## src/sv/toroidal_life_generation_step_top_assert.svh

```systemverilog
// -----------------------------------------------------------------------------
// Assertion macros shared by the toroidal life generation step modules.
// Each macro expands to one labeled concurrent assertion, reset-qualified.
// The assertions sample on clk and are disabled while rst_n is low.
// -----------------------------------------------------------------------------
`ifndef TOROIDAL_LIFE_GENERATION_STEP_TOP_ASSERT_SVH
`define TOROIDAL_LIFE_GENERATION_STEP_TOP_ASSERT_SVH

// Same-cycle implication: when ante holds, cons must hold in that cycle.
`define TLG_ASSERT_NOW(lbl, ante, cons, msg) \
  lbl: assert property (@(posedge clk) disable iff (!rst_n) (ante) |-> (cons)) \
    else $error(msg);

// Next-cycle implication: when ante holds, cons must hold in the next cycle.
`define TLG_ASSERT_NEXT(lbl, ante, cons, msg) \
  lbl: assert property (@(posedge clk) disable iff (!rst_n) (ante) |=> (cons)) \
    else $error(msg);

`endif

```

## src/sv/tlg_pkg.sv

```systemverilog
// -----------------------------------------------------------------------------
// tlg_pkg
// Types and constants of the toroidal life generation step block.
// -----------------------------------------------------------------------------
`timescale 1ns / 1ps
`default_nettype none

package tlg_pkg;

  // Field widths.
  localparam int ROW_W = 64;
  localparam int IDX_W = 6;
  localparam int CFG_W = 7;
  localparam int GEN_W = 32;

  // Input command codes.
  localparam logic CMD_LOAD = 1'b0;
  localparam logic CMD_STEP = 1'b1;

  // Configuration register indexes.
  localparam logic CFG_ROWS = 1'b0;
  localparam logic CFG_COLS = 1'b1;

  // Input item.
  typedef struct packed {
    logic             command;
    logic [IDX_W-1:0] row_index;
    logic [ROW_W-1:0] row_cells;
  } in_item_t;

  // Result item.
  typedef struct packed {
    logic [IDX_W-1:0] out_row_index;
    logic [ROW_W-1:0] out_row_cells;
    logic [GEN_W-1:0] generation;
    logic             last_row;
  } out_item_t;

  // Commands from the controller to the datapath.
  typedef struct packed {
    logic             advance;     // sweep pipeline moves this cycle
    logic             load_wr;     // store the accepted load row
    logic             step_start;  // a step item was accepted
    logic             sweep;       // sweep in progress
    logic             fetch;       // read a board row
    logic [IDX_W-1:0] fetch_addr;
    logic             save_row0;   // keep the old first row for the wrap
    logic             compute;     // a new row is produced
    logic             use_saved;   // last row: lower neighbor is old row 0
    logic [IDX_W-1:0] row_idx;     // row being produced
  } tlg_cmd_t;

  // Status from the datapath to the controller.
  typedef struct packed {
    logic out_busy;
  } tlg_sts_t;

endpackage

`default_nettype wire

```

## src/sv/tlg_ctrl.sv

```systemverilog
// -----------------------------------------------------------------------------
// tlg_ctrl
// Controller: accepts items, sequences the row sweep of a step command.
// -----------------------------------------------------------------------------
`timescale 1ns / 1ps
`default_nettype none

`include "toroidal_life_generation_step_top_assert.svh"

module tlg_ctrl
  import tlg_pkg::*;
(
  input  wire logic             clk,
  input  wire logic             rst_n,
  input  wire logic             in_valid,
  output logic                  in_ready,
  input  wire in_item_t         in_item,
  input  wire logic [CFG_W-1:0] rows_eff,
  input  wire tlg_sts_t         sts,
  output tlg_cmd_t              cmd
);

  localparam logic ST_IDLE  = 1'b0;
  localparam logic ST_SWEEP = 1'b1;

  logic             state_r, state_nxt;
  logic [CFG_W-1:0] t_r, t_nxt;
  logic             accept;
  logic             advance;
  logic [CFG_W-1:0] last_t;
  logic [CFG_W-1:0] addr_full;
  logic [CFG_W-1:0] row_full;

  // The sweep moves whenever the output register can take a row.
  assign advance  = !sts.out_busy;
  assign in_ready = (state_r == ST_IDLE);
  assign accept   = in_valid && in_ready;
  assign last_t   = rows_eff + CFG_W'(2);

  // Fetch the last row first, then rows from the top; the produced row index is
  // the fetch counter minus three.
  assign addr_full = (t_r == '0) ? (rows_eff - CFG_W'(1)) : (t_r - CFG_W'(1));
  assign row_full  = t_r - CFG_W'(3);

  always_comb begin
    cmd            = '0;
    cmd.advance    = advance;
    cmd.load_wr    = accept && (in_item.command == CMD_LOAD) &&
                     ({1'b0, in_item.row_index} < rows_eff);
    cmd.step_start = accept && (in_item.command == CMD_STEP);
    cmd.sweep      = (state_r == ST_SWEEP);
    cmd.fetch      = cmd.sweep && (t_r <= rows_eff);
    cmd.fetch_addr = addr_full[IDX_W-1:0];
    cmd.save_row0  = cmd.sweep && (t_r == CFG_W'(2));
    cmd.compute    = cmd.sweep && (t_r >= CFG_W'(3));
    cmd.use_saved  = cmd.sweep && (t_r == last_t);
    cmd.row_idx    = row_full[IDX_W-1:0];
  end

  // State and sweep counter.
  always_comb begin
    state_nxt = state_r;
    t_nxt     = t_r;
    case (state_r)
      ST_IDLE: begin
        if (cmd.step_start) begin
          state_nxt = ST_SWEEP;
          t_nxt     = '0;
        end
      end
      ST_SWEEP: begin
        if (advance) begin
          t_nxt = t_r + CFG_W'(1);
          if (t_r == last_t) begin
            state_nxt = ST_IDLE;
          end
        end
      end
      default: begin
        state_nxt = ST_IDLE;
      end
    endcase
  end

  always_ff @(posedge clk) begin
    if (!rst_n) begin
      state_r <= ST_IDLE;
      t_r     <= '0;
    end else begin
      state_r <= state_nxt;
      t_r     <= t_nxt;
    end
  end

  // The sweep counter never runs past the final produced row.
  `TLG_ASSERT_NOW(a_t_bound, state_r == ST_SWEEP, t_r <= last_t, "sweep overrun")
  // An accepted step starts a sweep from the first fetch.
  `TLG_ASSERT_NEXT(a_step_start, cmd.step_start, state_r == ST_SWEEP && t_r == '0, "step lost")
  // A fetch never reads the row that is being written back.
  `TLG_ASSERT_NOW(a_rw_apart, cmd.fetch && cmd.compute, cmd.fetch_addr != cmd.row_idx, "row clash")

endmodule

`default_nettype wire

```

## config.mk

```make
export PLATFORM = sky130hd
export DESIGN_NAME = tlg_ctrl
export DESIGN_NICKNAME = d
export VERILOG_FILES = /design/src/sv/tlg_pkg.sv /design/src/sv/tlg_ctrl.sv
export VERILOG_INCLUDE_DIRS = /design/src /design/src/sv
export SDC_FILE = /design/constraint.sdc
export NUM_CORES = 1
export LEC_CHECK = 0
export ABC_AREA = 1
export BUFFER_PORTS_ARGS = -buffer_cell sky130_fd_sc_hd__buf_2
export CAP_MARGIN = 40
export CELL_PAD_IN_SITES_DETAIL_PLACEMENT = 1
export CELL_PAD_IN_SITES_GLOBAL_PLACEMENT = 1
export CORE_UTILIZATION = 24
export CTS_CLUSTER_DIAMETER = 120
export DETAILED_ROUTE_END_ITERATION = 6
export PLACE_DENSITY_LB_ADDON = 0.25
export SLEW_MARGIN = 40
export SYNTH_ARGS = -nofsm -noshare
export SYNTH_HDL_FRONTEND = slang
export SYNTH_SLANG_ARGS = --single-unit
```

## constraint.sdc

```tcl
create_clock -name clk -period 2.2 [get_ports clk]
set_clock_uncertainty 0.15 [all_clocks]
set_input_delay 0.22 -clock clk [delete_from_list [all_inputs] [get_ports clk]]
set_output_delay 0.22 -clock clk [all_outputs]
set_load 0.01 [all_outputs]
```

Word-level counts from Yosys, hierarchy flattened
Cells that the tools add are included.
- shift-type cells: 0
- reduce and logical (&&, ||, !) cells: 11
- equal/unequal tests: 4
- add/subtract/negate cells: 5
- order comparisons: 3
- $mul: 0
- mux-type cells: 8
- bitwise operators: 2
- div/mod/pow operators: 0
- operators with widths (kind ; count):
    $mux 7 ; 2
    $pmux 7 s2 ; 1
    $sub 6x1->6 const B ; 2
    $logic_and 1x1->1 ; 8
    $add 7x1->7 const B ; 1
    $add 7x2->7 const B ; 1
    $eq 7x2->1 const B ; 1
    $eq 7x7->1 ; 1
    $ge 7x2->1 const B ; 1
    $le 7x7->1 ; 1
    $logic_not 7->1 ; 1
    $lt 6x7->1 ; 1
    $mux 6 ; 1
    $sub 6x2->6 const B ; 1
    $mux 1 ; 3
    $ne 2x1->1 const B ; 1
    $ne 2x2->1 const B ; 1
    $not 1->1 ; 2
    $pmux 1 s2 ; 1
    $reduce_and 2->1 ; 1
    $logic_not 1->1 ; 1
- latch bits: 0
- memory bits (read-only): 0
- register bits after elaboration: 8
- input port bits: 82
- logic and storage cells: 35
- bits in writable memories: 0
- memories kept: 0
- output and inout bits: 21

Logic depth before layout (Yosys ltp)
- depth in word-level cells: 5
- depth in mapped cells: 11
- depth with buffers taken out: 11

Least setup slack after synthesis
Ideal clock, no wire load.
- kind: register -> output
- from: reg t_r[0]
- to: out cmd[13] (netlist bit)
- setup slack: 0.121 ns
- cell stages (with the launch flop): 10
- path buffers: 0
- required time: 1.830 ns
- data arrival time: 1.709 ns
- cell sequence: dfxtp_1 inv_1 ha_1 inv_1 nor2_4 nand2_4 o21ai_2 ha_1 nand2_1 xnor2_1
- RTL lines (what ; RTL line ; RTL):
    start: declaration ; tlg_ctrl.sv:27 ; logic [CFG_W-1:0] t_r, t_nxt;
    start signal: assignment ; tlg_ctrl.sv:91 ; t_r <= t_nxt;
    end: declaration ; tlg_ctrl.sv:20 ; output tlg_cmd_t cmd

==> flow_summary.ini <==
[status]
outcome = finished clean

[critical_path]
path_max_fanout = 5
cp-start-kind = flop
worstReg2RegStart = t_r[1]
cp.arrival_ps = 1820
critPathRequiredTime_ps = 1830
crit_start = t_r[6]
setup.worst_path.end_class = primary output
path_class = reg2out

[timing]
fin_ws_ps = 13.9
slew_headroom_pct = 73.9
fmax_mhz = 457
holdWs_ps = 110
fin_setup_tns_ps = 0
hold_viol = 0
fin_crit_ps = 2190
setup_viol = 0
worst_pin_slew_ps = 388
fin_crit_sh_pct = 99.4
rsz0062_at_grt = yes
drv_slew = 0

[hold_path]
worstHoldStart = rst_n
hold_path.class = in2reg

[flow_run]
drv_cap = 0

[detailed_routing]
first_pass_iters = 4
vias_per_cell = 4.35
final_antenna_net_count = 0
drt_iter0_markers = 33
drc_errors = 0
via_count = 1323
wl_per_cell_um = 12.2
wirelength_mm = 3.72

[power_and_ir_drop]
vdd_drop_max_mv = 0.215
powerDensity_nw_per_um2 = 420
leakagePower_nw = 0.867

[cells_and_area]
drive_gt1_share_pct = 37.1
layout_common_cells = 44 x nand2_1, 38 x buf_2, 23 x inv_1
fin_nets = 338
design_area_um2 = 1660
diodes = 0
area_growth_pct = 36.5
final_util_pct = 34.7
final_common_cell = nand2_1

[global_routing]
grt_pass1_vias = 1318
grt_max_degree = 10
overflow = 0
grt_pass1_wl_mm = 6.14
track_usage_pct = 14.9
antenna_found_initial = 0

[synthesis]
synth_edf_count = 0
avgSynthCellArea_um2 = 6.54
ys.flop_type = dfxtp_1
async_flop_share_pct = 0
yosysWarningCount = 0
ys_top_cells_by_area = ha_1 17%, nand2_1 14%, dfxtp_1 13%
synthesis.nets = 285
syn_inst = 186
ys_ff_latch = 8
synth_area_leader_cell = ha_1
syn-cell-area_um2 = 1220
synthDistinctLibCells = 30
ys_seq_area_share_pct = 13.2
synth_top_area_share_pct = 17.5

[placement]
pre_cts_ws_ps = 183
port_buffers = 38
gp_congestion = 0.755
dpl_cell_area_um2 = 1540
dp_hpwl_mm = 3.08

[clock_tree]
htreeDepth = 1
path_clk_slew_ps = 40
clk_latency_ps = 230
clock_sinks = 8
hold_buffers = 0
clockRootBuffer = clkbuf_8
cts_buffer_depth = 2
cts_made_buffers = 3
cts_tree = done

[die]
die_h_um = 73.2
rows = 25
ios = 103
die_x_um = 73.2
dieArea_um2 = 5360
initial_core_util_pct = 25.4
coreArea_um2 = 4790
==> what timing repair did <==
| item | CTS | global route |
|---|---|---|
| endpoints found under the setup margin | 2 | 5 |
| cloned | 0 | 0 |
| pin swaps | 0 | 8 |
| buffers inserted | 1 | 3 |
| gates resized for setup | 1 | 16 |
==> through the flow <==
stage | total power [W] | std cells
after floorplan | 0.000367 | 186
after global placement | 0.000477 | 297
after detailed placement | 0.000481 | 297
after CTS | 0.000675 | 301
after global routing | 0.000758 | 304
final | 0.000698 | 304
==> logic make-up (layout without fill, tap and decap cells) <==
group	after synthesis	count (layout)	synth area share, %
flops	8	8	13.2
buf+inv	32	83	10.9
fa+ha+maj	17	17	17.5
simple gates	93	93	37.9
compound gates	29	29	15.5
xor+xnor	7	7	5.04
==> synth_stat cells (3+ instances only) <==
master	instances
ha_1	17
nor2_1	18
o21ai_0	8
inv_2	3
o21ai_2	4
inv_1	25
nand2_2	4
xnor2_1	3
nand2_1	45
xor2_1	4
nand4_1	4
a21oi_1	12
dfxtp_1	8
nand3_1	7
==> critical path, cell delays in order (launching register included) <==
cell and delay (ps):
dfxtp_2 330, nor3_4 290, nand2_4 140, nand2_4 90, o21ai_4 50, buf_4 140
nor2_4 130, nand2_2 70, xnor2_1 180, buf_2 160
==> sequential cells by signal, summed over array words and instances (netlist names) <==
register  count
state_r       1
t_r           7
==> cell type report <==
cell class	instances	area [um^2]
Clock buffer	3	41.3
Fill cell	636	3130
Inverter	30	118
Multi-Input combinational cell	146	966
Sequential cell	8	164
Tap cell	67	83.8
Timing Repair Buffer	50	288
==> path summary, 6_finish.rpt <==
kind | end | slack, ps | cells after the start
setup / recovery | cmd[12] | 10 | 9
hold / removal | t_r[1] | 110 | 3
setup reg to reg | t_r[6] | 560 | 9
hold reg to reg | t_r[1] | 410 | 2
==> metal layers <==
layer | GRT usage (%) | share of wire [%]
met3 | 3.04 | 3.4
met2 | 24.9 | 48
met4 | 1.31 | 0
met5 | 0 | 0
met1 | 20.3 | 49
==> power by group <==
group          internal (W)  switching (W)  total, W
clock network      0.000119      0.0000610  0.000180
logic              0.000153       0.000207  0.000360
registers          0.000152     0.00000674  0.000158
Power figures use the tool's default switching activity.
