## src/sv/toroidal_life_generation_step_top_assert.svh

```systemverilog
// -----------------------------------------------------------------------------
// Assertion macros shared by the toroidal life generation step modules.
// Each macro expands to one labeled concurrent assertion, reset-qualified.
// The assertions sample on clk and are disabled while rst_n is low.
// -----------------------------------------------------------------------------
`ifndef TOROIDAL_LIFE_GENERATION_STEP_TOP_ASSERT_SVH
`define TOROIDAL_LIFE_GENERATION_STEP_TOP_ASSERT_SVH

// Same-cycle implication: when ante holds, cons must hold in that cycle.
`define TLG_ASSERT_NOW(lbl, ante, cons, msg) \
  lbl: assert property (@(posedge clk) disable iff (!rst_n) (ante) |-> (cons)) \
    else $error(msg);

// Next-cycle implication: when ante holds, cons must hold in the next cycle.
`define TLG_ASSERT_NEXT(lbl, ante, cons, msg) \
  lbl: assert property (@(posedge clk) disable iff (!rst_n) (ante) |=> (cons)) \
    else $error(msg);

`endif

```

## src/sv/tlg_pkg.sv

```systemverilog
// -----------------------------------------------------------------------------
// tlg_pkg
// Types and constants of the toroidal life generation step block.
// -----------------------------------------------------------------------------
`timescale 1ns / 1ps
`default_nettype none

package tlg_pkg;

  // Field widths.
  localparam int ROW_W = 64;
  localparam int IDX_W = 6;
  localparam int CFG_W = 7;
  localparam int GEN_W = 32;

  // Input command codes.
  localparam logic CMD_LOAD = 1'b0;
  localparam logic CMD_STEP = 1'b1;

  // Configuration register indexes.
  localparam logic CFG_ROWS = 1'b0;
  localparam logic CFG_COLS = 1'b1;

  // Input item.
  typedef struct packed {
    logic             command;
    logic [IDX_W-1:0] row_index;
    logic [ROW_W-1:0] row_cells;
  } in_item_t;

  // Result item.
  typedef struct packed {
    logic [IDX_W-1:0] out_row_index;
    logic [ROW_W-1:0] out_row_cells;
    logic [GEN_W-1:0] generation;
    logic             last_row;
  } out_item_t;

  // Commands from the controller to the datapath.
  typedef struct packed {
    logic             advance;     // sweep pipeline moves this cycle
    logic             load_wr;     // store the accepted load row
    logic             step_start;  // a step item was accepted
    logic             sweep;       // sweep in progress
    logic             fetch;       // read a board row
    logic [IDX_W-1:0] fetch_addr;
    logic             save_row0;   // keep the old first row for the wrap
    logic             compute;     // a new row is produced
    logic             use_saved;   // last row: lower neighbor is old row 0
    logic [IDX_W-1:0] row_idx;     // row being produced
  } tlg_cmd_t;

  // Status from the datapath to the controller.
  typedef struct packed {
    logic out_busy;
  } tlg_sts_t;

endpackage

`default_nettype wire

```

## src/sv/tlg_dpath.sv

```systemverilog
// -----------------------------------------------------------------------------
// tlg_dpath
// Datapath: board memory, three-row window, life rule, output register.
// -----------------------------------------------------------------------------
`timescale 1ns / 1ps
`default_nettype none

`include "toroidal_life_generation_step_top_assert.svh"

module tlg_dpath
  import tlg_pkg::*;
#(
  parameter int MAX_ROWS = 64
) (
  input  wire logic             clk,
  input  wire logic             rst_n,
  input  wire tlg_cmd_t         cmd,
  output tlg_sts_t              sts,
  input  wire in_item_t         in_item,
  input  wire logic [CFG_W-1:0] cols_eff,
  output logic                  out_valid,
  input  wire logic             out_ready,
  output out_item_t             out_item
);

  localparam int RAW = (MAX_ROWS > 1) ? $clog2(MAX_ROWS) : 1;

  // Board memory with one valid bit per row; an unwritten row reads dead.
  logic [ROW_W-1:0] mem [MAX_ROWS];
  logic [MAX_ROWS-1:0] row_vld_r;
  logic [ROW_W-1:0] rd_data_r;
  logic             rd_vld_r;
  logic             rd_en;
  logic             wr_en;
  logic [RAW-1:0]   wr_addr;
  logic [ROW_W-1:0] wr_data;
  logic [ROW_W-1:0] rd_row;

  // Window and generation.
  logic [ROW_W-1:0] prev_r;
  logic [ROW_W-1:0] cur_r;
  logic [ROW_W-1:0] row0_r;
  logic [ROW_W-1:0] next_row;
  logic [GEN_W-1:0] gen_r;

  // Life rule.
  logic [ROW_W-1:0] col_mask;
  logic [ROW_W-1:0] last_oh;
  logic [IDX_W-1:0] last_col;
  logic [ROW_W-1:0] new_row;
  logic             wb_en;

  logic             out_valid_r, out_valid_nxt;
  out_item_t        out_item_r;

  // Neighbor one column to the left, wrapping at the last column in use.
  function automatic logic [ROW_W-1:0] wrap_left(input logic [ROW_W-1:0] row,
                                                 input logic [IDX_W-1:0] lc);
    return {row[ROW_W-2:0], row[lc]};
  endfunction

  // Neighbor one column to the right, wrapping to column zero.
  function automatic logic [ROW_W-1:0] wrap_right(input logic [ROW_W-1:0] row,
                                                  input logic [ROW_W-1:0] oh);
    return ({1'b0, row[ROW_W-1:1]} & ~oh) | (oh & {ROW_W{row[0]}});
  endfunction

  assign col_mask = ~({ROW_W{1'b1}} << cols_eff);
  assign last_col = IDX_W'(cols_eff - CFG_W'(1));
  assign last_oh  = ROW_W'(1) << last_col;

  // Memory ports: one read for the sweep, one write shared by load and write-back.
  assign rd_en   = cmd.fetch && cmd.advance;
  assign wb_en   = cmd.compute && cmd.advance;
  assign wr_en   = cmd.load_wr || wb_en;
  assign wr_addr = cmd.load_wr ? in_item.row_index[RAW-1:0] : cmd.row_idx[RAW-1:0];
  assign wr_data = cmd.load_wr ? (in_item.row_cells & col_mask) : new_row;

  always_ff @(posedge clk) begin
    if (rd_en) begin
      rd_data_r <= mem[cmd.fetch_addr[RAW-1:0]];
      rd_vld_r  <= row_vld_r[cmd.fetch_addr[RAW-1:0]];
    end
    if (wr_en) begin
      mem[wr_addr] <= wr_data;
    end
  end

  always_ff @(posedge clk) begin
    if (!rst_n) begin
      row_vld_r <= '0;
    end else if (wr_en) begin
      row_vld_r[wr_addr] <= 1'b1;
    end
  end

  assign rd_row = rd_vld_r ? rd_data_r : '0;

  // The window shifts on every advancing sweep cycle; old row 0 is kept for the wrap.
  always_ff @(posedge clk) begin
    if (cmd.sweep && cmd.advance) begin
      prev_r <= cur_r;
      cur_r  <= rd_row;
      if (cmd.save_row0) begin
        row0_r <= rd_row;
      end
    end
  end

  assign next_row = cmd.use_saved ? row0_r : rd_row;

  // Count the eight neighbors of every column and apply the birth and survival rule.
  always_comb begin
    logic [ROW_W-1:0] pl, pr, cl, cr, nl, nr;
    logic [3:0]       n;
    pl = wrap_left(prev_r, last_col);
    pr = wrap_right(prev_r, last_oh);
    cl = wrap_left(cur_r, last_col);
    cr = wrap_right(cur_r, last_oh);
    nl = wrap_left(next_row, last_col);
    nr = wrap_right(next_row, last_oh);
    new_row = '0;
    for (int c = 0; c < ROW_W; c++) begin
      n = {3'b0, pl[c]} + {3'b0, prev_r[c]} + {3'b0, pr[c]} +
          {3'b0, cl[c]} + {3'b0, cr[c]} +
          {3'b0, nl[c]} + {3'b0, next_row[c]} + {3'b0, nr[c]};
      new_row[c] = (n == 4'd3) || (cur_r[c] && (n == 4'd2));
    end
    new_row = new_row & col_mask;
  end

  // Generation counter advances once per step item.
  always_ff @(posedge clk) begin
    if (!rst_n) begin
      gen_r <= '0;
    end else if (cmd.step_start) begin
      gen_r <= gen_r + GEN_W'(1);
    end
  end

  // Output register: whenever the pipeline advances, it takes the written-back row or goes empty.
  always_comb begin
    out_valid_nxt = out_valid_r;
    if (cmd.advance) begin
      out_valid_nxt = wb_en;
    end
  end

  always_ff @(posedge clk) begin
    if (!rst_n) begin
      out_valid_r <= 1'b0;
    end else begin
      out_valid_r <= out_valid_nxt;
    end
  end

  always_ff @(posedge clk) begin
    if (wb_en) begin
      out_item_r.out_row_index <= cmd.row_idx;
      out_item_r.out_row_cells <= new_row;
      out_item_r.generation    <= gen_r;
      out_item_r.last_row      <= cmd.use_saved;
    end
  end

  assign out_valid    = out_valid_r;
  assign out_item     = out_item_r;
  assign sts.out_busy = out_valid_r && !out_ready;

  // A load and a write-back never compete for the write port.
  `TLG_ASSERT_NOW(a_one_writer, cmd.load_wr, !wb_en, "write port conflict")
  // Each step item moves the generation count by exactly one.
  `TLG_ASSERT_NEXT(a_gen_inc, cmd.step_start, gen_r == $past(gen_r) + GEN_W'(1), "gen skipped")
  // A waiting result stays valid and unchanged until it is taken.
  `TLG_ASSERT_NEXT(a_out_hold, sts.out_busy, out_valid_r && $stable(out_item_r), "result lost")

endmodule

`default_nettype wire
```

## config.mk

```make
export PLATFORM = sky130hd
export DESIGN_NAME = tlg_dpath
export DESIGN_NICKNAME = d
export VERILOG_FILES = /design/src/sv/tlg_pkg.sv /design/src/sv/tlg_dpath.sv
export VERILOG_INCLUDE_DIRS = /design/src /design/src/sv
export SDC_FILE = /design/constraint.sdc
export NUM_CORES = 2
export LEC_CHECK = 0
export BUFFER_PORTS_ARGS = -buffer_cell sky130_fd_sc_hd__buf_2
export CAP_MARGIN = 15
export CELL_PAD_IN_SITES_DETAIL_PLACEMENT = 0
export CELL_PAD_IN_SITES_GLOBAL_PLACEMENT = 1
export CORE_ASPECT_RATIO = 1.75
export CORE_UTILIZATION = 51
export CTS_BUF_LIST = sky130_fd_sc_hd__clkbuf_4 sky130_fd_sc_hd__clkbuf_8 sky130_fd_sc_hd__clkbuf_16
export CTS_CLUSTER_DIAMETER = 120
export DETAILED_ROUTE_END_ITERATION = 10
export GPL_ROUTABILITY_DRIVEN = 0
export MAX_ROUTING_LAYER = met4
export PLACE_DENSITY = 0.81
export SETUP_SLACK_MARGIN = 0.2
export SLEW_MARGIN = 25
export SYNTH_ARGS = -nofsm -noshare
export SYNTH_HDL_FRONTEND = slang
export SYNTH_SLANG_ARGS = --single-unit
```

## constraint.sdc

```tcl
create_clock -name clk -period 7.7 [get_ports clk]
set_input_delay 0.385 -clock clk [delete_from_list [all_inputs] [get_ports clk]]
set_output_delay 0.385 -clock clk [all_outputs]
set_load 0.1 [all_outputs]
```

## Word level (Yosys, flattened, before mapping)

Memories as Yosys holds them, arrays and structs flattened. A register that Yosys moved wholly into a read port is not among the register bits.
Index checks and enable logic that the tools add are counted.

- Bits in registers: 393
- Memory bits (writable): 4096
- Input port bits: 101
- Output and inout bits: 105
- Word-level logic and storage cells: 762
- Memories: 1

Memories:

| memory | depth | bits a word | read ports | clocked after memory_dff | write ports | line | source |
|---|---|---|---|---|---|---|---|
| mem | 64 | 64 | 1 | 1 | 1 | tlg_dpath.sv:29 | `logic [ROW_W-1:0] mem [MAX_ROWS];` |

- $add $sub $neg: 450
- $lt $le $gt $ge: 4
- Equality and inequality tests: 128
- Shift-type cells: 2
- Mux-type cells: 16
- Bitwise operators: 14
- Reduce and logical (&&, ||, !) cells: 136

Operators with widths:

| kind | count |
|---|---|
| adder 4 x 1 -> 4 bit | 256 |
| equality test 4 x 2 -> 1 bit, second input constant | 128 |
| bitwise AND 64 bit | 5 |
| adder 3 x 1 -> 4 bit | 64 |
| bitwise OR 64 bit | 4 |
| adder 2 x 1 -> 3 bit | 64 |
| bitwise AND 63 x 64 -> 64 bit | 3 |
| 2-to-1 mux 64 bit | 3 |
| adder 1 x 1 -> 2 bit | 64 |
| inverter 64 bit | 2 |
| logical AND 1 bit | 69 |
| logical OR 1 bit | 65 |
| left shift 1 x 6 -> 64 bit, first input constant | 1 |
| left shift 64 x 7 -> 64 bit, first input constant | 1 |
| adder 32 x 1 -> 32 bit, second input constant | 1 |
| binary-select mux 1 bit (select 6 bit) | 4 |
| less-than comparator 6 x 7 -> 1 bit, second input constant | 3 |
| 2-to-1 mux 1 bit | 7 |
| demux 1 bit (select 6 bit) | 1 |
| >= comparator 6 x 1 -> 1 bit, second input constant | 1 |
| 2-to-1 mux 6 bit | 1 |
| subtractor 6 x 1 -> 6 bit, second input constant | 1 |
| AND reduction 2 bit | 1 |
| zero test 1 bit | 1 |

## Depth between registers and ports, before layout

- Depth in word-level cells: 16
- Depth in mapped cells: 22

## Worst setup path before layout

OpenSTA, ideal clock, no wires.

- Kind: input-to-reg
- Start: in cols_eff[0]
- End: mem mem[0][35], data pin
- Setup time: 0.682 ns
- Arrival time: 7.276 ns
- Data required time: 7.018 ns
- Slack: -0.257 ns
- Cell stages on the path: 19
- Path buffers: 4
- Cell sequence: buf_2 buf_2 inv_1 ha_1 ha_1 clkbuf_1 clkbuf_1 nand3_1 nor2_1 mux2i_1 fa_1 fa_1 inv_1 ha_1 fa_1 o21ai_0 o211a_1 mux2i_1 nor3_1

- Word-level cells in the longest chain between the ends: 16
- Elaborated cells between the ends (all ways): 27

Ends and longest elaborated chain:

| item | line | source |
|---|---|---|
| start, declared | tlg_dpath.sv:20 | `input wire logic [CFG_W-1:0] cols_eff,` |
| subtractor 6 x 1 -> 6 bit | tlg_dpath.sv:69 | `assign last_col = IDX_W'(cols_eff - CFG_W'(1));` |
| left shift 1 x 6 -> 64 bit | tlg_dpath.sv:70 | `assign last_oh = ROW_W'(1) << last_col;` |
| inverter 64 bit | tlg_dpath.sv:65 | `return ({1'b0, row[ROW_W-1:1]} & ~oh) \| (oh & {ROW_W{row[0]}});` |
| bitwise AND 63 x 64 -> 64 bit | tlg_dpath.sv:65 |  |
| bitwise OR 64 bit | tlg_dpath.sv:65 |  |
| adder 2 x 1 -> 3 bit | tlg_dpath.sv:124 | `n = {3'b0, pl[c]} + {3'b0, prev_r[c]} + {3'b0, pr[c]} +` |
| adder 3 x 1 -> 4 bit | tlg_dpath.sv:124 |  |
| adder 4 x 1 -> 4 bit (2 in series) | tlg_dpath.sv:125 | `{3'b0, cl[c]} + {3'b0, cr[c]} +` |
| adder 4 x 1 -> 4 bit (2 in series) | tlg_dpath.sv:126 | `{3'b0, nl[c]} + {3'b0, next_row[c]} + {3'b0, nr[c]};` |
| equality test 4 x 2 -> 1 bit | tlg_dpath.sv:127 | `new_row[c] = (n == 4'd3) \|\| (cur_r[c] && (n == 4'd2));` |
| logical AND 1 bit | tlg_dpath.sv:127 |  |
| logical OR 1 bit | tlg_dpath.sv:127 |  |
| bitwise AND 64 bit | tlg_dpath.sv:129 | `new_row = new_row & col_mask;` |
| 2-to-1 mux 64 bit (*) | tlg_dpath.sv:77 | `assign wr_data = cmd.load_wr ? (in_item.row_cells & col_mask) : new_row;` |
| named net wr_data[35] | tlg_dpath.sv:36 | `logic [ROW_W-1:0] wr_data;` |
| end, declared | tlg_dpath.sv:29 |  |

Mark *: on every way through the listed nets, which the timed path passes. The rest lies on a longest branch.

## Worst setup path in the final report

- Start: reg rd_vld_r
- End: mem mem[47][0], data pin

- Word-level cells in the longest chain between the ends: 12
- Elaborated cells between the ends (all ways): 16

Ends and longest elaborated chain:

| item | line | source |
|---|---|---|
| start, declared | tlg_dpath.sv:32 | `logic rd_vld_r;` |
| start signal, assigned | tlg_dpath.sv:82 | `rd_vld_r <= row_vld_r[cmd.fetch_addr[RAW-1:0]];` |
| 2-to-1 mux 64 bit (*) | tlg_dpath.sv:97 | `assign rd_row = rd_vld_r ? rd_data_r : '0;` |
| 2-to-1 mux 64 bit (*) | tlg_dpath.sv:110 | `assign next_row = cmd.use_saved ? row0_r : rd_row;` |
| binary-select mux 1 bit (select 6 bit) | tlg_dpath.sv:59 | `return {row[ROW_W-2:0], row[lc]};` |
| 2-to-1 mux 1 bit (not written as such) | tlg_dpath.sv:59 |  |
| adder 4 x 1 -> 4 bit | tlg_dpath.sv:125 |  |
| adder 4 x 1 -> 4 bit | tlg_dpath.sv:126 |  |
| adder 4 x 1 -> 4 bit (*) | tlg_dpath.sv:126 |  |
| equality test 4 x 2 -> 1 bit | tlg_dpath.sv:127 |  |
| logical AND 1 bit | tlg_dpath.sv:127 |  |
| logical OR 1 bit (*) | tlg_dpath.sv:127 |  |
| bitwise AND 64 bit (*) | tlg_dpath.sv:129 |  |
| 2-to-1 mux 64 bit (*) | tlg_dpath.sv:77 |  |
| named net wr_data[0] | tlg_dpath.sv:36 |  |

Mark *: on every way through the listed nets, which the timed path passes. The rest lies on a longest branch. The select of a mux whose other input is x is not followed.

==> results by group <==
STA
  • Final period util: 82.36%
  • Fin Hold WS: 0.04657 ns
  • Fin crit period: 6.341 ns
  • Final setup fails: 0
  • FMAX: 157.7 MHz
  • Least-Margin Pin Slew: 1.209 ns
  • Setup TNS: 0 ns
  • Hold Violations, Final: 0
  • RSZ-0062 raised after global routing: false
  • Fin. max-slew vios: 0
  • Skew final: 0.04971 ns
  • Max transition margin: 19.24%

Pwr
  • Power density cells: 255.9 nW/µm²
  • Max IR drop VDD: 199.9 µV
  • Leakage: 0.06823 µW

Yosys
  • Number of synthesized register bits: 4553
  • Syn nets: 9246
  • Mean post-synth cell area: 21.57 µm²
  • Post-synth ARST share: 0%
  • Cell area after synthesis: 187400 µm²
  • Commonest register cell after synthesis: edfxtp_1
  • Ys Warns: 0
  • Cells after synthesis: 8688
  • Register area share after synthesis: 72.45%
  • Yosys cell types: 72
  • Post-synth EDFFs: 4456

Setup path
  • Setup crit start kind: register
  • RR Startpoint: rd_vld_r$_DFFE_PP_
  • Critical path buffers and inverters: 4
  • CP arrival: 7.03 ns
  • Cell Chain, Critical Path: buf_12 > nand2_1 > o21ai_1 > a22oi_1 > a31oi_1 > a311oi_1 > buf_4 > or4_1 > fa_1 > fa_1 > inv_1 > ha_1 > fa_1 > o21ai_0 > o211ai_1 > o21a_1 > a21oi_4 > buf_12
  • Crit-path slowest cell: o21ai_1
  • Cell mode on critical path: fa_1
  • Flop-to-flop setup slack: 1.36 ns
  • CP peak stage delay: 0.81 ns
  • CP top delay family: compound AO/OA/AOI/OAI gates
  • R2R depth: 18
  • CP Class: reg -> reg
  • Worst Path Max Fanout: 64
  • Worst setup EP type: register
  • Worst R2R End: mem[47][0]$_DFFE_PP_
  • Worst EP required: 8.38 ns

Final layout
  • Final Net Count: 9673
  • Area growth from synthesis to layout: 11.78%
  • Fraction of layout cells with a size suffix above 1: 28.55%

Global routing
  • Number of global-route vias before repair: 97990
  • Initial antenna violation count: 22
  • Global Route Usage Sum: 31.20%
  • Global-route wire length before repair: 765400 µm
  • GRT overflow: 0
  • Largest net degree at the start of global routing: 125

Drt
  • Avg Vias per Cell: 6.711
  • DRC: 0
  • Vias: 95920
  • Iter 0 DRT Violations: 13330
  • WL per Instance: 38.95 µm
  • DRT Pass-1 Iters: 6
  • Post-DRT Antenna Nets: 0
  • Final WL: 556700 µm

Die
  • Rows: 294
  • Die area: 369900 µm²
  • Core Area: 366000 µm²
  • Die span in x: 460.2 µm
  • Io pins: 206
  • Starting Density: 51.19%
  • Die height: 803.8 µm

Clock network
  • Deepest clock path buffer count: 4
  • Cts bufs inserted: 365
  • Post-CTS Setup Inserts: 0
  • Post-cts gate resize count: 0
  • Clk root buf: clkbuf_16
  • CTS sink cnt: 4553
  • Clock slew at reported path FFs: 0.07 ns
  • Hold buffer count at CTS: 10
  • H-tree depth: 5
  • Clock latency on the worst-skew pair: 0.93 ns
  • TritonCTS clock tree: done

Hold path
  • Hold depth: 3
  • WHS Endpoint: out_valid$_SDFFE_PN0P_
  • HP Start: cmd[19]
  • Hold WC Path Type: in -> reg

Status
  • Outcome: finished clean

Flow run
  • Max cap viols: 0

Place
  • PortBufs: 204
  • DP HPWL: 287900 µm
## cell usage after synthesis, drive strengths merged, types with 4 or more instances
master,n,area share [%]
clkbuf,316,0.64
xor2,9,0.046
nand2,201,0.40
and3b,5,0.023
o21a,119,0.48
mux4,1410,17
xnor2,23,0.11
or3,8,0.029
o211ai,40,0.16
nand2b,9,0.030
buf,105,0.27
nand4,4,0.013
o211a,18,0.096
o221ai,11,0.051
a22oi,4,0.016
or2,10,0.033
a21boi,18,0.072
a21oi,136,0.37
nor2b,17,0.057
inv,408,0.82
mux2i,169,0.90
ha,201,1.3
nand3,100,0.27
a21o,7,0.028
nor2,223,0.52
o21ai,117,0.31
nor4,4,0.013
o2bb2ai,8,0.037
dfxtp,97,1.0
and2,65,0.22
nand3b,6,0.024
nor3,12,0.032
and3,20,0.067
fa,256,2.7
nor3b,4,0.016
mux2,35,0.21
a31oi,5,0.017
edfxtp,4456,71
## worst reg2reg max path: cells and delay by family, from the launching register on
kind,cells,cell delay (ns)
AOI/OAI and AO/OA,8,2.40
adders and majority gates,4,1.69
buffers and inverters,4,0.75
DFF,1,0.38
and+or+nand+nor,2,0.79
## final cells by class
cell class | instances | area [µm²]
fill | 25510 | 156600
sequential | 4553 | 135800
multi-input combinational | 3305 | 49550
clock buffer | 428 | 9761
tap | 4884 | 6111
timing repair buffer | 481 | 4420
clock inverter | 221 | 2285
inverter | 409 | 1538
antenna | 12 | 30.03
## flip-flops by register name (all words and copies together) (netlist names)
register,flops
cur_r,64
gen_r,32
mem,4096
out_item,103
out_valid,1
prev_r,64
rd_data_r,64
rd_vld_r,1
row0_r,64
row_vld_r,64
## worst max-delay path by stage
stage | start | slack [ns] | cells past startpoint | endpoint
floorplan | cols_eff[0] | 0.43 | 19 | mem[0][10]$_DFFE_PP_
global placement | cols_eff[2] | 0.90 | 17 | mem[28][21]$_DFFE_PP_
detailed placement | cols_eff[2] | 0.71 | 17 | mem[28][21]$_DFFE_PP_
CTS | cols_eff[2] | 1.68 | 17 | mem[32][21]$_DFFE_PP_
global route | cols_eff[1] | 1.28 | 18 | mem[15][20]$_DFFE_PP_
finish | rd_vld_r$_DFFE_PP_ | 1.36 | 18 | mem[47][0]$_DFFE_PP_
## through the flow
step / area [µm²] / util, % / total power, µW / setup WS [ns] / cells
after CTS: 209300 / 57.18 / 53630 / 1.681 / 14280
final: 209400 / 57.22 / 53600 / 1.359 / 14290
after global placement: 197000 / 53.83 / 34410 / 0.8956 / 13610
after detailed placement: 197100 / 53.86 / 34690 / 0.7096 / 13620
after global routing: 209400 / 57.22 / 54860 / 1.276 / 14290
after floorplan: 187400 / - / 32710 / 0.4350 / 8688
## cells by family (layout without fill, tap and decap cells)
logic type	Yosys count	in the layout	synth area share (%)
XOR/XNOR	32	32	0.1536
flip-flops	4553	4553	72.45
AO/OA/AOI/OAI	509	509	1.759
buffers and inverters	830	1539	1.730
other	0	12	0
multiplexers	1614	1614	18.06
adder cells (fa/ha/maj)	457	457	4.077
AND/OR/NAND/NOR	693	693	1.768
## placed cells by master, fill, tap and decap left out, types with 14 or more instances in the layout
cell type	instances
a21boi_0	18
a21oi_1	114
a21oi_4	15
and2_1	63
and3_1	14
buf_12	91
buf_2	195
buf_4	172
bufinv_16	40
clkbuf_16	372
clkbuf_4	51
clkinv_1	61
clkinv_2	67
clkinv_4	15
clkinvlp_4	16
dfxtp_1	97
edfxtp_1	4456
fa_1	256
ha_1	200
inv_1	406
inv_6	14
mux2_2	30
mux2i_1	169
mux4_2	1410
nand2_1	201
nand3_1	99
nor2_1	107
nor2_4	103
nor2b_1	17
o211a_1	18
o211ai_1	40
o21a_1	119
o21ai_0	113
xnor2_1	22
## power breakdown
| group | switching, µW | leakage, µW | total, µW | internal, µW |
|---|---|---|---|---|
| Sequential | 109 | 0.0415 | 28600 | 28500 |
| Combinational | 3840 | 0.0208 | 5720 | 1880 |
| Clock | 8840 | 0.00597 | 19300 | 10500 |
## per-layer routing
metal | part of all wire, % | wire, µm | vias up | track usage (%)
li1 | - | - | 36520 | -
met1 | 30 | 166700 | 50350 | 34.07
met2 | 51 | 281200 | 7154 | 51.53
met3 | 11 | 60110 | 1900 | 6.140
met4 | 8.7 | 48660 | 0 | 21.24
met5 | 0 | 0 | - | -
No activity file was read; power rests on OpenSTA's default activity.
